**config.mk**
```make
export PLATFORM = sky130hd
export DESIGN_NAME = mark_release_arena_allocator_core
export DESIGN_NICKNAME = d
export VERILOG_FILES = /design/src/hdl/mra_pkg.sv /design/src/hdl/mra_ctrl.sv /design/src/hdl/mra_dp.sv /design/src/hdl/mark_release_arena_allocator_core.sv
export SDC_FILE = /design/constraint.sdc
export NUM_CORES = 1
export LEC_CHECK = 0
export BUFFER_PORTS_ARGS = -buffer_cell sky130_fd_sc_hd__buf_4
export CORE_MARGIN = 10
export CORE_UTILIZATION = 63
export CTS_BUF_LIST = sky130_fd_sc_hd__clkbuf_4 sky130_fd_sc_hd__clkbuf_8
export CTS_CLUSTER_SIZE = 8
export DETAILED_ROUTE_END_ITERATION = 7
export GPL_ROUTABILITY_DRIVEN = 0
export PLACE_DENSITY_LB_ADDON = 0.12
export SETUP_SLACK_MARGIN = 0.2
export SKIP_LAST_GASP = 1
export SLEW_MARGIN = 10
export SYNTH_ARGS = -nofsm -noshare
export SYNTH_HDL_FRONTEND = slang
export SYNTH_HIERARCHICAL = 1
export SYNTH_SLANG_ARGS = --single-unit
```
**constraint.sdc**
```tcl
create_clock -name i_clk -period 8.15 [get_ports i_clk]
set_clock_uncertainty 0.2 [all_clocks]
set_input_delay 1.2225 -clock i_clk [delete_from_list [all_inputs] [get_ports i_clk]]
set_output_delay 1.2225 -clock i_clk [all_outputs]
set_load 0.02 [all_outputs]
```
**src/hdl/mra_pkg.sv**
```systemverilog
`default_nettype none

package mra_pkg;

    // Field widths fixed by the item formats
    localparam int unsigned ADDR_BITS  = 32;
    localparam int unsigned BYTES_BITS = 17;
    localparam int unsigned DEPTH_BITS = 5;

    // Offsets are capped at 2^OFFSET_BITS; pool_size above that saturates
    localparam int unsigned OFFSET_BITS = 16;
    localparam logic [BYTES_BITS-1:0] LIMIT_CAP = BYTES_BITS'(1 << OFFSET_BITS);

    localparam logic [BYTES_BITS-1:0] POOL_SIZE_RESET = BYTES_BITS'(65536);

    // Action codes
    localparam logic [1:0] ACT_ALLOC = 2'd0;
    localparam logic [1:0] ACT_ENTER = 2'd1;
    localparam logic [1:0] ACT_LEAVE = 2'd2;

    // Error codes
    localparam logic [1:0] ERR_OK    = 2'd0;
    localparam logic [1:0] ERR_POOL  = 2'd1;
    localparam logic [1:0] ERR_FULL  = 2'd2;
    localparam logic [1:0] ERR_EMPTY = 2'd3;

    // Configuration register indexes
    localparam int unsigned CFG_INDEX_BITS = 1;
    localparam logic [CFG_INDEX_BITS-1:0] CFG_POOL_BASE = 1'b0;
    localparam logic [CFG_INDEX_BITS-1:0] CFG_POOL_SIZE = 1'b1;

    typedef struct packed {
        logic [1:0]            action;
        logic [BYTES_BITS-1:0] request_size;
    } t_req;

    typedef struct packed {
        logic [ADDR_BITS-1:0]  block_address;
        logic [1:0]            error;
        logic [BYTES_BITS-1:0] free_bytes;
        logic [BYTES_BITS-1:0] busy_bytes;
        logic [DEPTH_BITS-1:0] stack_depth;
        logic [BYTES_BITS-1:0] peak_bytes;
        logic [DEPTH_BITS-1:0] peak_depth;
    } t_res;

    // Controller to datapath commands
    typedef struct packed {
        logic capture;   // latch the item and read the top mark
        logic execute;   // apply the item and load the result register
    } t_ctl;

endpackage

`default_nettype wire

```
**src/hdl/mra_ctrl.sv**
```systemverilog
`default_nettype none

module mra_ctrl (
    input  wire logic        i_clk,
    input  wire logic        i_rst_n,
    input  wire logic        i_start,
    output logic             o_busy,
    output logic             o_done,
    output mra_pkg::t_ctl    o_ctl
);

    typedef enum logic {
        S_IDLE,
        S_EXEC
    } t_state;

    t_state r_state;
    logic   r_busy;
    logic   r_done;

    always_ff @(posedge i_clk) begin
        if (!i_rst_n) begin
            r_state <= S_IDLE;
            r_busy  <= 1'b0;
            r_done  <= 1'b0;
        end else begin
            case (r_state)
                S_IDLE: begin
                    r_done <= 1'b0;
                    if (i_start) begin
                        r_state <= S_EXEC;
                        r_busy  <= 1'b1;
                    end
                end
                S_EXEC: begin
                    r_state <= S_IDLE;
                    r_busy  <= 1'b0;
                    r_done  <= 1'b1;
                end
                default: begin
                    r_state <= S_IDLE;
                    r_busy  <= 1'b0;
                    r_done  <= 1'b0;
                end
            endcase
        end
    end

    assign o_ctl.capture = i_start && !r_busy;
    assign o_ctl.execute = (r_state == S_EXEC);
    assign o_busy        = r_busy;
    assign o_done        = r_done;

    // done only follows an execute cycle
    a_done_after_exec: assert property (@(posedge i_clk) disable iff (!i_rst_n)
        r_done |-> $past(r_state == S_EXEC))
        else $error("result strobe without execute cycle");

    // busy flag tracks the execute state
    a_busy_state: assert property (@(posedge i_clk) disable iff (!i_rst_n)
        r_busy == (r_state == S_EXEC))
        else $error("busy flag out of step with state");

endmodule

`default_nettype wire

```
**src/hdl/mra_dp.sv**
```systemverilog
`default_nettype none

module mra_dp #(
    parameter int unsigned STACK_DEPTH = 16
) (
    input  wire logic                               i_clk,
    input  wire logic                               i_rst_n,
    input  wire mra_pkg::t_ctl                      i_ctl,
    input  wire mra_pkg::t_req                      i_req,
    input  wire logic                               i_cfg_valid,
    input  wire logic [mra_pkg::CFG_INDEX_BITS-1:0] i_cfg_index,
    input  wire logic [mra_pkg::ADDR_BITS-1:0]      i_cfg_data,
    output mra_pkg::t_res                           o_res
);

    localparam int unsigned TW = $clog2(STACK_DEPTH + 1);
    localparam int unsigned AW = (STACK_DEPTH > 1) ? $clog2(STACK_DEPTH) : 1;
    localparam int unsigned BW = mra_pkg::BYTES_BITS;

    // Configuration
    logic [mra_pkg::ADDR_BITS-1:0] r_base;
    logic [BW-1:0]                 r_pool_size;

    // Allocator state
    logic [BW-1:0] r_offset;
    logic [TW-1:0] r_top;
    logic [BW-1:0] r_peak_busy;
    logic [TW-1:0] r_peak_stack;

    // Captured item and top mark
    logic [1:0]    r_action;
    logic [BW-1:0] r_size;
    logic [BW-1:0] r_mark;

    logic [BW-1:0] mem [STACK_DEPTH];

    mra_pkg::t_res r_res;

    logic [BW-1:0] n_offset;
    logic [TW-1:0] n_top;
    logic [BW-1:0] n_peak_busy;
    logic [TW-1:0] n_peak_stack;
    logic [1:0]    err;
    logic [mra_pkg::ADDR_BITS-1:0] addr;
    logic          push;
    logic [BW-1:0] limit;
    logic [BW:0]   sum;
    logic          fits;
    logic          stack_full;
    logic          stack_empty;
    logic [BW-1:0] free_bytes;
    logic [AW-1:0] rd_addr;

    assign rd_addr     = AW'(r_top - TW'(1));
    assign limit       = (r_pool_size > mra_pkg::LIMIT_CAP) ? mra_pkg::LIMIT_CAP : r_pool_size;
    assign sum         = (BW + 1)'(r_offset) + (BW + 1)'(r_size);
    assign fits        = (sum <= (BW + 1)'(limit));
    assign stack_full  = (r_top == TW'(STACK_DEPTH));
    assign stack_empty = (r_top == '0);

    always_comb begin
        n_offset     = r_offset;
        n_top        = r_top;
        n_peak_busy  = r_peak_busy;
        n_peak_stack = r_peak_stack;
        err          = mra_pkg::ERR_OK;
        addr         = '0;
        push         = 1'b0;
        case (r_action)
            mra_pkg::ACT_ALLOC: begin
                if (!fits) begin
                    err = mra_pkg::ERR_POOL;
                end else begin
                    addr     = r_base + mra_pkg::ADDR_BITS'(r_offset);
                    n_offset = sum[BW-1:0];
                    if (n_offset > r_peak_busy) begin
                        n_peak_busy = n_offset;
                    end
                end
            end
            mra_pkg::ACT_ENTER: begin
                if (stack_full) begin
                    err = mra_pkg::ERR_FULL;
                end else begin
                    push  = 1'b1;
                    n_top = r_top + TW'(1);
                    if (n_top > r_peak_stack) begin
                        n_peak_stack = n_top;
                    end
                end
            end
            mra_pkg::ACT_LEAVE: begin
                if (stack_empty) begin
                    err = mra_pkg::ERR_EMPTY;
                end else begin
                    n_top    = r_top - TW'(1);
                    n_offset = r_mark;
                end
            end
            default: begin
            end
        endcase
        free_bytes = (n_offset > limit) ? '0 : (limit - n_offset);
    end

    always_ff @(posedge i_clk) begin
        if (!i_rst_n) begin
            r_base       <= '0;
            r_pool_size  <= mra_pkg::POOL_SIZE_RESET;
            r_offset     <= '0;
            r_top        <= '0;
            r_peak_busy  <= '0;
            r_peak_stack <= '0;
        end else begin
            if (i_cfg_valid) begin
                case (i_cfg_index)
                    mra_pkg::CFG_POOL_BASE: r_base      <= i_cfg_data;
                    mra_pkg::CFG_POOL_SIZE: r_pool_size <= i_cfg_data[BW-1:0];
                    default: begin
                    end
                endcase
            end
            if (i_ctl.execute) begin
                r_offset     <= n_offset;
                r_top        <= n_top;
                r_peak_busy  <= n_peak_busy;
                r_peak_stack <= n_peak_stack;
            end
        end
    end

    // Captured item, mark memory and result register: no reset
    always_ff @(posedge i_clk) begin
        if (i_ctl.capture) begin
            r_action <= i_req.action;
            r_size   <= i_req.request_size;
            r_mark   <= mem[rd_addr];
        end
        if (i_ctl.execute && push) begin
            mem[AW'(r_top)] <= r_offset;
        end
        if (i_ctl.execute) begin
            r_res.block_address <= addr;
            r_res.error         <= err;
            r_res.free_bytes    <= free_bytes;
            r_res.busy_bytes    <= n_offset;
            r_res.stack_depth   <= mra_pkg::DEPTH_BITS'(n_top);
            r_res.peak_bytes    <= n_peak_busy;
            r_res.peak_depth    <= mra_pkg::DEPTH_BITS'(n_peak_stack);
        end
    end

    assign o_res = r_res;

    // Every offset ever held, pushed marks included, is within the peak
    a_peak_bytes: assert property (@(posedge i_clk) disable iff (!i_rst_n)
        r_peak_busy >= r_offset)
        else $error("busy bytes above recorded peak");

    a_peak_depth: assert property (@(posedge i_clk) disable iff (!i_rst_n)
        r_peak_stack >= r_top)
        else $error("stack depth above recorded peak");

    a_top_bound: assert property (@(posedge i_clk) disable iff (!i_rst_n)
        r_top <= TW'(STACK_DEPTH))
        else $error("stack pointer past capacity");

    // State moves only while an item executes
    a_state_hold: assert property (@(posedge i_clk) disable iff (!i_rst_n)
        !i_ctl.execute |=> $stable(r_offset) && $stable(r_top))
        else $error("allocator state changed while idle");

endmodule

`default_nettype wire

```
**src/hdl/mark_release_arena_allocator_core.sv**
```systemverilog
//  Channel   Direction  Handshake                    Payload
//  request   in         start & !busy accepts        i_req  (action, request_size)
//  result    out        o_done, one cycle, no stall  o_res  (address, error, counters)
//  config    in         i_cfg_valid & o_cfg_ready    i_cfg_index, i_cfg_data
//
//  On acceptance an item is latched and the top mark is read from the
//  context stack memory (registered read port); in the execute state it is
//  applied and the result register is loaded. o_done is high the cycle after.
//  A new item can be accepted in the same cycle that o_done is shown.
//  Reset is synchronous, active low; no clearing pass, marks are only used
//  after being pushed. The receiver cannot stall; config is always ready.
`default_nettype none

module mark_release_arena_allocator_core #(
    parameter int unsigned STACK_DEPTH = 16
) (
    input  wire logic                               i_clk,
    input  wire logic                               i_rst_n,

    // request channel
    input  wire logic                               start,
    output logic                                    busy,
    input  wire mra_pkg::t_req                      i_req,

    // result channel
    output logic                                    o_done,
    output mra_pkg::t_res                           o_res,

    // configuration write channel
    input  wire logic                               i_cfg_valid,
    output logic                                    o_cfg_ready,
    input  wire logic [mra_pkg::CFG_INDEX_BITS-1:0] i_cfg_index,
    input  wire logic [mra_pkg::ADDR_BITS-1:0]      i_cfg_data
);

    mra_pkg::t_ctl ctl;

    // Two-state sequencer: idle/accept, then execute
    mra_ctrl u_ctrl (
        .i_clk   (i_clk),
        .i_rst_n (i_rst_n),
        .i_start (start),
        .o_busy  (busy),
        .o_done  (o_done),
        .o_ctl   (ctl)
    );

    // Offset, stack, peaks, config registers and the result register
    mra_dp #(
        .STACK_DEPTH (STACK_DEPTH)
    ) u_dp (
        .i_clk       (i_clk),
        .i_rst_n     (i_rst_n),
        .i_ctl       (ctl),
        .i_req       (i_req),
        .i_cfg_valid (i_cfg_valid),
        .i_cfg_index (i_cfg_index),
        .i_cfg_data  (i_cfg_data),
        .o_res       (o_res)
    );

    // Register writes go straight into the config registers, so the port never pushes back
    assign o_cfg_ready = 1'b1;

endmodule

`default_nettype wire
```
==> results of run 1 <==
[registers in the layout, indices dropped and copies added, names as in the netlist, 5 cells and up]
name / cells
u_dp/r_peak_busy: 17
u_dp/r_offset: 17
u_dp/r_base: 32
u_dp/r_top: 5
u_dp/mem: 272
u_dp/r_size: 17
u_dp/r_pool_size: 17
u_dp/r_peak_stack: 5
u_dp/r_mark: 17
u_dp/o_res: 95
[power groups by stage]
stage / clock network [µW] / registers, µW / logic (µW)
after global placement: 0 / 2940 / 772
final: 2170 / 2900 / 811
after floorplan: 0 / 2960 / 505
after CTS: 2210 / 2890 / 795
after detailed placement: 0 / 2950 / 791
after global routing: 2320 / 2900 / 877
[layer usage]
metal | vias to the layer above | global-route usage [%]
li1 | 7241 | -
met1 | 7907 | 38.6
met2 | 922 | 41.3
met3 | 158 | 7.49
met4 | 0 | 10.7
met5 | - | 0
[stage by stage]
stage	setup slack (ns)	area, µm²	instances	hold WS [ns]	util [%]
finish	0.807	26900	2519	0.261	73.4
global route	0.358	26900	2519	0.284	73.4
CTS	0.999	26900	2519	0.264	73.4
detailed placement	1.04	25300	2379	0.254	69.0
global placement	1.28	25300	2379	0.242	69.0
floorplan	1.02	23500	1791	0.235	-
[final cells by class]
| cell class | instances | area [µm²] | area share (%) |
|---|---|---|---|
| inverter | 80 | 300 | 1.11 |
| tap | 468 | 586 | 2.17 |
| timing repair buffer | 203 | 1520 | 5.66 |
| multi-input combinational | 1129 | 8870 | 33.0 |
| sequential | 499 | 14000 | 52.1 |
| clock buffer | 121 | 1450 | 5.39 |
| clock inverter | 19 | 164 | 0.609 |
[logic make-up (layout without fill, tap and decap cells)]
family                     count (synthesis)  count (layout)  share of synthesized area (%)
xor gates and xnor gates                  34              34                           1.27
muxes                                    148             148                           10.9
buffers and inverters                    163             423                           2.83
AOI/OAI and AO/OA                        335             335                           9.66
DFF                                      499             499                           59.7
adders and majority gates                100             100                           5.42
other                                      1               1                         0.0160
and+or+nand+nor                          511             511                           10.2
[critical path: stages, from the launching register on]
cell	delay, ns
dfxtp_1	0.83
ha_1	0.35
and3_1	0.20
and3_1	0.20
and2_1	0.24
a211oi_2	0.13
xnor2_1	0.72
ha_1	0.26
nand4_1	0.14
nor2_1	0.12
and4_1	0.22
nand2_1	0.06
mux2i_1	0.32
a21o_1	0.35
buf_4	0.25
nand3_1	0.11
a32o_1	0.33
ha_1	0.24
or4_1	0.56
o21ai_0	0.15
a211oi_1	0.12
o21a_1	0.27
o21a_1	0.20
a211oi_1	0.19
buf_4	0.24
nor2_1	0.08
[layout by cell type (no fill, tap or decap), types with 12 or more instances in the layout]
cell type / count
dfxtp_1: 94
a21oi_1: 109
o211ai_1: 12
nor3_1: 36
clkbuf_4: 34
xnor2_1: 25
mux2i_1: 42
ha_1: 96
inv_1: 78
nor2_1: 78
a211oi_1: 13
a31oi_1: 12
a21o_1: 26
and3_1: 22
o21ai_0: 45
clkbuf_8: 87
mux2_2: 20
mux4_2: 85
buf_4: 203
nand2_1: 228
nor2b_1: 20
nand3_1: 34
edfxtp_1: 403
nor4_1: 13
o21a_1: 24
nand2b_1: 15
[worst max-delay path by stage]
stage | slack (ns) | end | cells past startpoint
3_3_place_gp | 1.28 | u_dp/o_res[57] | 26
6_report | 0.81 | u_dp/o_res[46] | 25
4_1_cts | 1.0 | u_dp/o_res[46] | 29
3_5_place_dp | 1.04 | u_dp/o_res[46] | 26
2_1_floorplan | 1.02 | u_dp/o_res[46] | 27
5_1_grt | 0.36 | u_dp/o_res[52] | 26
==> flow_summary.toml, run 1 <==
[clock_network]
cts_inserted_buffers = 80
cts_root_buf = "clkbuf_8"
ctsHoldBuffers = 0
clock_latency_ns = 0.65
htreeDepth = 3
cts_setup_buffers = 0
clk_path_buf_depth = 3
tritoncts = "done"
clkSinkCount = 499
clk_pin_slew_worst_paths_ns = 0.07
ctsResizeCount = 0

[sta]
hold_viol_final = 0
slew_headroom_pct = 27.7
period_share_pct = 90.1
tightestPinTransition_ns = 1.08
period_minus_slack_ns = 7.34
finalSetupViolCount = 0
setup_tns_ns = 0
slew_viol_final = 0
rsz0062_at_grt = "no"
max_freq_mhz = 136

[grt]
gr-usage-all-layers_pct = 27.8
antenna_found_initial = 0
grt_pass1_vias = 15900
grt_pass1_wl_um = 94900
grt_max_degree = 76
overflow = 0

[yosys]
yosys.area.top_type = "edfxtp_1"
async_flop_share_pct = 0
synth_area_mm2 = 0.0235
synth_most_common_cell = "edfxtp_1"
yosysWarnings = 6
synth_area_leaders = "edfxtp_1 (51%), dfxtp_1 (8.2%), mux4_2 (8.1%), ha_1 (5.2%), nand2_1 (3.6%)"
synth_edf_count = 403
synth_ff_type = "edfxtp_1"
ys_seq_area_share_pct = 59.7
ys_types = 79
ys_ff_latch = 499
synthTopCellsByCount = "edfxtp_1 (403), nand2_1 (228), a21oi_1 (109)"
syn_nets = 1947
synth_top_area_share_pct = 51.5
syn-instance-count = 1791
syn_avg_cell_area_um2 = 13.1

[cells_and_area]
area_delta_synth_final_pct = 14.6
nets = 2149
drive_gt1_share_pct = 23.4
nFillCells = 2426
antenna_cells = 0

[critical_path]
r2r_setup_slack_ns = 0.81
timing.rr.start = "u_dp/r_offset[10]"
end_kind = "flip-flop"
cp.required_ns = 8.33
crit_start = "u_dp/r_offset[10]"
reg2reg_to = "u_dp/o_res[46]"
r2r_cells = 25
cp-start-kind = "flip-flop"
path_class = "flip-flop to flip-flop"
crit_fanout = 20
worstPathArrival_ns = 7.52

[power_and_ir_drop]
peakVddDrop_uv = 132
p_leak_uw = 0.00995
power_frac_seq_pct = 49.3
clock_power_share_pct = 37.0
pwr-share-comb_pct = 13.8
power_uw = 5880
p_sw_share_pct = 25.8
power_density_mw_per_mm2 = 218
p_sw_uw = 1520
cellInternalPower_uw = 4360

[detailed_routing]
highest_layer = "met4"
drt_iter0_drc = 2060
wl_per_cell_um = 24.8
met3_length_um = 7010
drc = 0
wl_met2_um = 28500
drt-met1-wl_um = 24800
vias_per_cell = 6.44
firstDrtPassIters = 6
ant_nets = 0
routed-via-count = 16200
drt-total-wl_um = 62600

[die]
core_mm2 = 0.0367
initial_utilization_pct = 64.0
num_rows = 70
pin_count = 154
die_w_um = 213
die_y_um = 213
die_area_mm2 = 0.0454

[hold_path]
holdCritStartpoint = "u_dp/r_peak_busy[9]"
min_to = "u_dp/r_peak_busy[9]"
hold_class = "flip-flop to flip-flop"
whs_path_depth = 2

[placement]
hpwl_um = 41900
io_buffers = 152

[status]
status = "completed"

[job]
maxCapViolations = 0
No activity file was read; power rests on OpenSTA's default activity.
==> run 2, diff against run 1 <==
- CORE_ASPECT_RATIO: not set -> 1.75
==> flow_summary.toml, run 2 (synthesis gave the netlist of run 1 again) <==
[critical_path]
cp.required_ns = 8.31
worstPathArrival_ns = 7.75
r2r_cells = 25
crit_fanout = 20
r2r_setup_slack_ns = 0.56
end_kind = "flip-flop"
path_class = "flip-flop to flip-flop"
reg2reg_to = "u_dp/o_res[57]"
cp-start-kind = "flip-flop"
timing.rr.start = "u_dp/r_offset[5]"

[sta]
finalSetupViolCount = 0
period_minus_slack_ns = 7.59
tightestPinTransition_ns = 1.19
period_share_pct = 93.1
hold_viol_final = 0
setup_tns_ns = 0
slew_headroom_pct = 20.3
max_freq_mhz = 132
slew_viol_final = 0
rsz0062_at_grt = "no"

[placement]
hpwl_um = 44900
io_buffers = 152

[cells_and_area]
final_cell_mix = "edfxtp_1 (403), nand2_1 (228), buf_4 (206)"
layout_commonest_cell = "edfxtp_1"
nets = 2149
register_area_mm2 = 0.0140
multi_input_area_mm2 = 0.00888
largest_register_ffs = 272
drive_gt1_share_pct = 23.3
nFillCells = 2488
top_register = "u_dp/mem"
area_delta_synth_final_pct = 14.2

[power_and_ir_drop]
power_frac_seq_pct = 50.3
power_density_mw_per_mm2 = 214
p_leak_uw = 0.00991
p_sw_uw = 1510
clock_power_share_pct = 35.3
p_sw_share_pct = 26.4
peakVddDrop_uv = 171
pwr-share-comb_pct = 14.4
cellInternalPower_uw = 4220
power_uw = 5730

[clock_network]
cts_root_buf = "clkbuf_8"
clk_path_buf_depth = 3
clkSinkCount = 499
cts_inserted_buffers = 77
clk_pin_slew_worst_paths_ns = 0.06
tritoncts = "done"
htreeDepth = 3
clock_latency_ns = 0.66

[grt]
overflow = 0
antenna_found_initial = 2
grt_max_degree = 82
grt_pass1_wl_um = 97500
gr-usage-all-layers_pct = 28.0
grt_pass1_vias = 16200

[detailed_routing]
drt-total-wl_um = 65100
wl_per_cell_um = 25.8
drt_iter0_drc = 1656
ant_nets = 0
vias_per_cell = 6.46
firstDrtPassIters = 8
drc = 10
routed-via-count = 16300

[die]
die_y_um = 276
pin_count = 154
num_rows = 93
core_mm2 = 0.0369
initial_utilization_pct = 63.7
die_area_mm2 = 0.0457
die_w_um = 166

[hold_path]
hold_class = "flip-flop to flip-flop"
min_to = "u_dp/r_peak_busy[3]"
holdCritStartpoint = "u_dp/r_peak_busy[3]"
whs_path_depth = 2

[job]
maxCapViolations = 0

[status]
status = "finished, violations left"
violations = "DRC"
run 2: power groups by stage:
stage	clock network (µW)	registers (µW)	logic [µW]
after floorplan	0	2960	505
after global placement	0	2940	780
after detailed placement	0	2940	803
after CTS	2060	2880	807
after global routing	2170	2890	887
final	2020	2890	827
run 2: how the worst max path moves through the flow:
stage	from	end	slack [ns]	cells past startpoint
2_1_floorplan	u_dp/r_offset[2]	u_dp/o_res[46]	1.02	27
3_3_place_gp	u_dp/r_offset[5]	u_dp/o_res[60]	0.87	29
5_1_grt	u_dp/r_offset[5]	u_dp/o_res[57]	0.21	26
6_report	u_dp/r_offset[5]	u_dp/o_res[57]	0.56	25
4_1_cts	u_dp/r_offset[5]	u_dp/o_res[60]	0.47	29
3_5_place_dp	u_dp/r_offset[5]	u_dp/o_res[60]	0.57	29
run 2: area by class of cell:
class / count / area share, %
well taps: 475 / 2.21
multi-input cells: 1129 / 33.1
repair buffers: 206 / 5.76
inverters: 80 / 1.12
flip-flops and latches: 499 / 52.3
diodes: 1 / 0.00933
clock buffers: 113 / 5.00
clock inverters: 16 / 0.485
run 2: metrics by stage:
step,cells,area [µm²],hold WS (ns),util [%],worst slack [ns]
floorplan,1791,23500,0.235,-,1.02
global placement,2389,25300,0.242,68.7,0.869
detailed placement,2389,25300,0.254,68.7,0.574
CTS,2518,26800,0.262,72.7,0.470
global route,2519,26800,0.284,72.7,0.213
finish,2519,26800,0.262,72.7,0.564
run 2: worst max-delay path, stage by stage (launching register included):
cell,delay [ns]
dfxtp_2,0.67
ha_1,0.30
o21a_1,0.21
a21oi_1,0.10
a21oi_1,0.44
a31oi_1,0.22
or4_1,0.43
nand3_1,0.11
buf_4,0.16
ha_1,0.25
o21a_1,0.11
a21oi_1,0.18
nand2_1,0.09
a221oi_2,0.43
a21o_1,0.49
nand2_1,0.42
o2bb2ai_1,0.39
ha_1,0.31
or4_1,0.48
o21ai_0,0.15
a211oi_1,0.11
o21a_1,0.27
o21a_1,0.22
a211oi_2,0.18
buf_4,0.24
nor3_1,0.09
run 2: routing by layer:
layer  vias to the layer above  track usage (%)  wire (µm)
li1                       7222                -          -
met1                      7959             30.5      21900
met2                       843             49.2      33700
met3                       258             5.21       4770
met4                         2             18.4       4750
met5                         -                0         13
run 2: repair_timing:
action | 4_1_cts | 5_1_grt
hold buffers | 0 | 0
endpoints found under the setup margin | 0 | 17
gates resized for setup | 0 | 4
endpoints found under the hold margin | 0 | 0
buffers inserted | 0 | 0
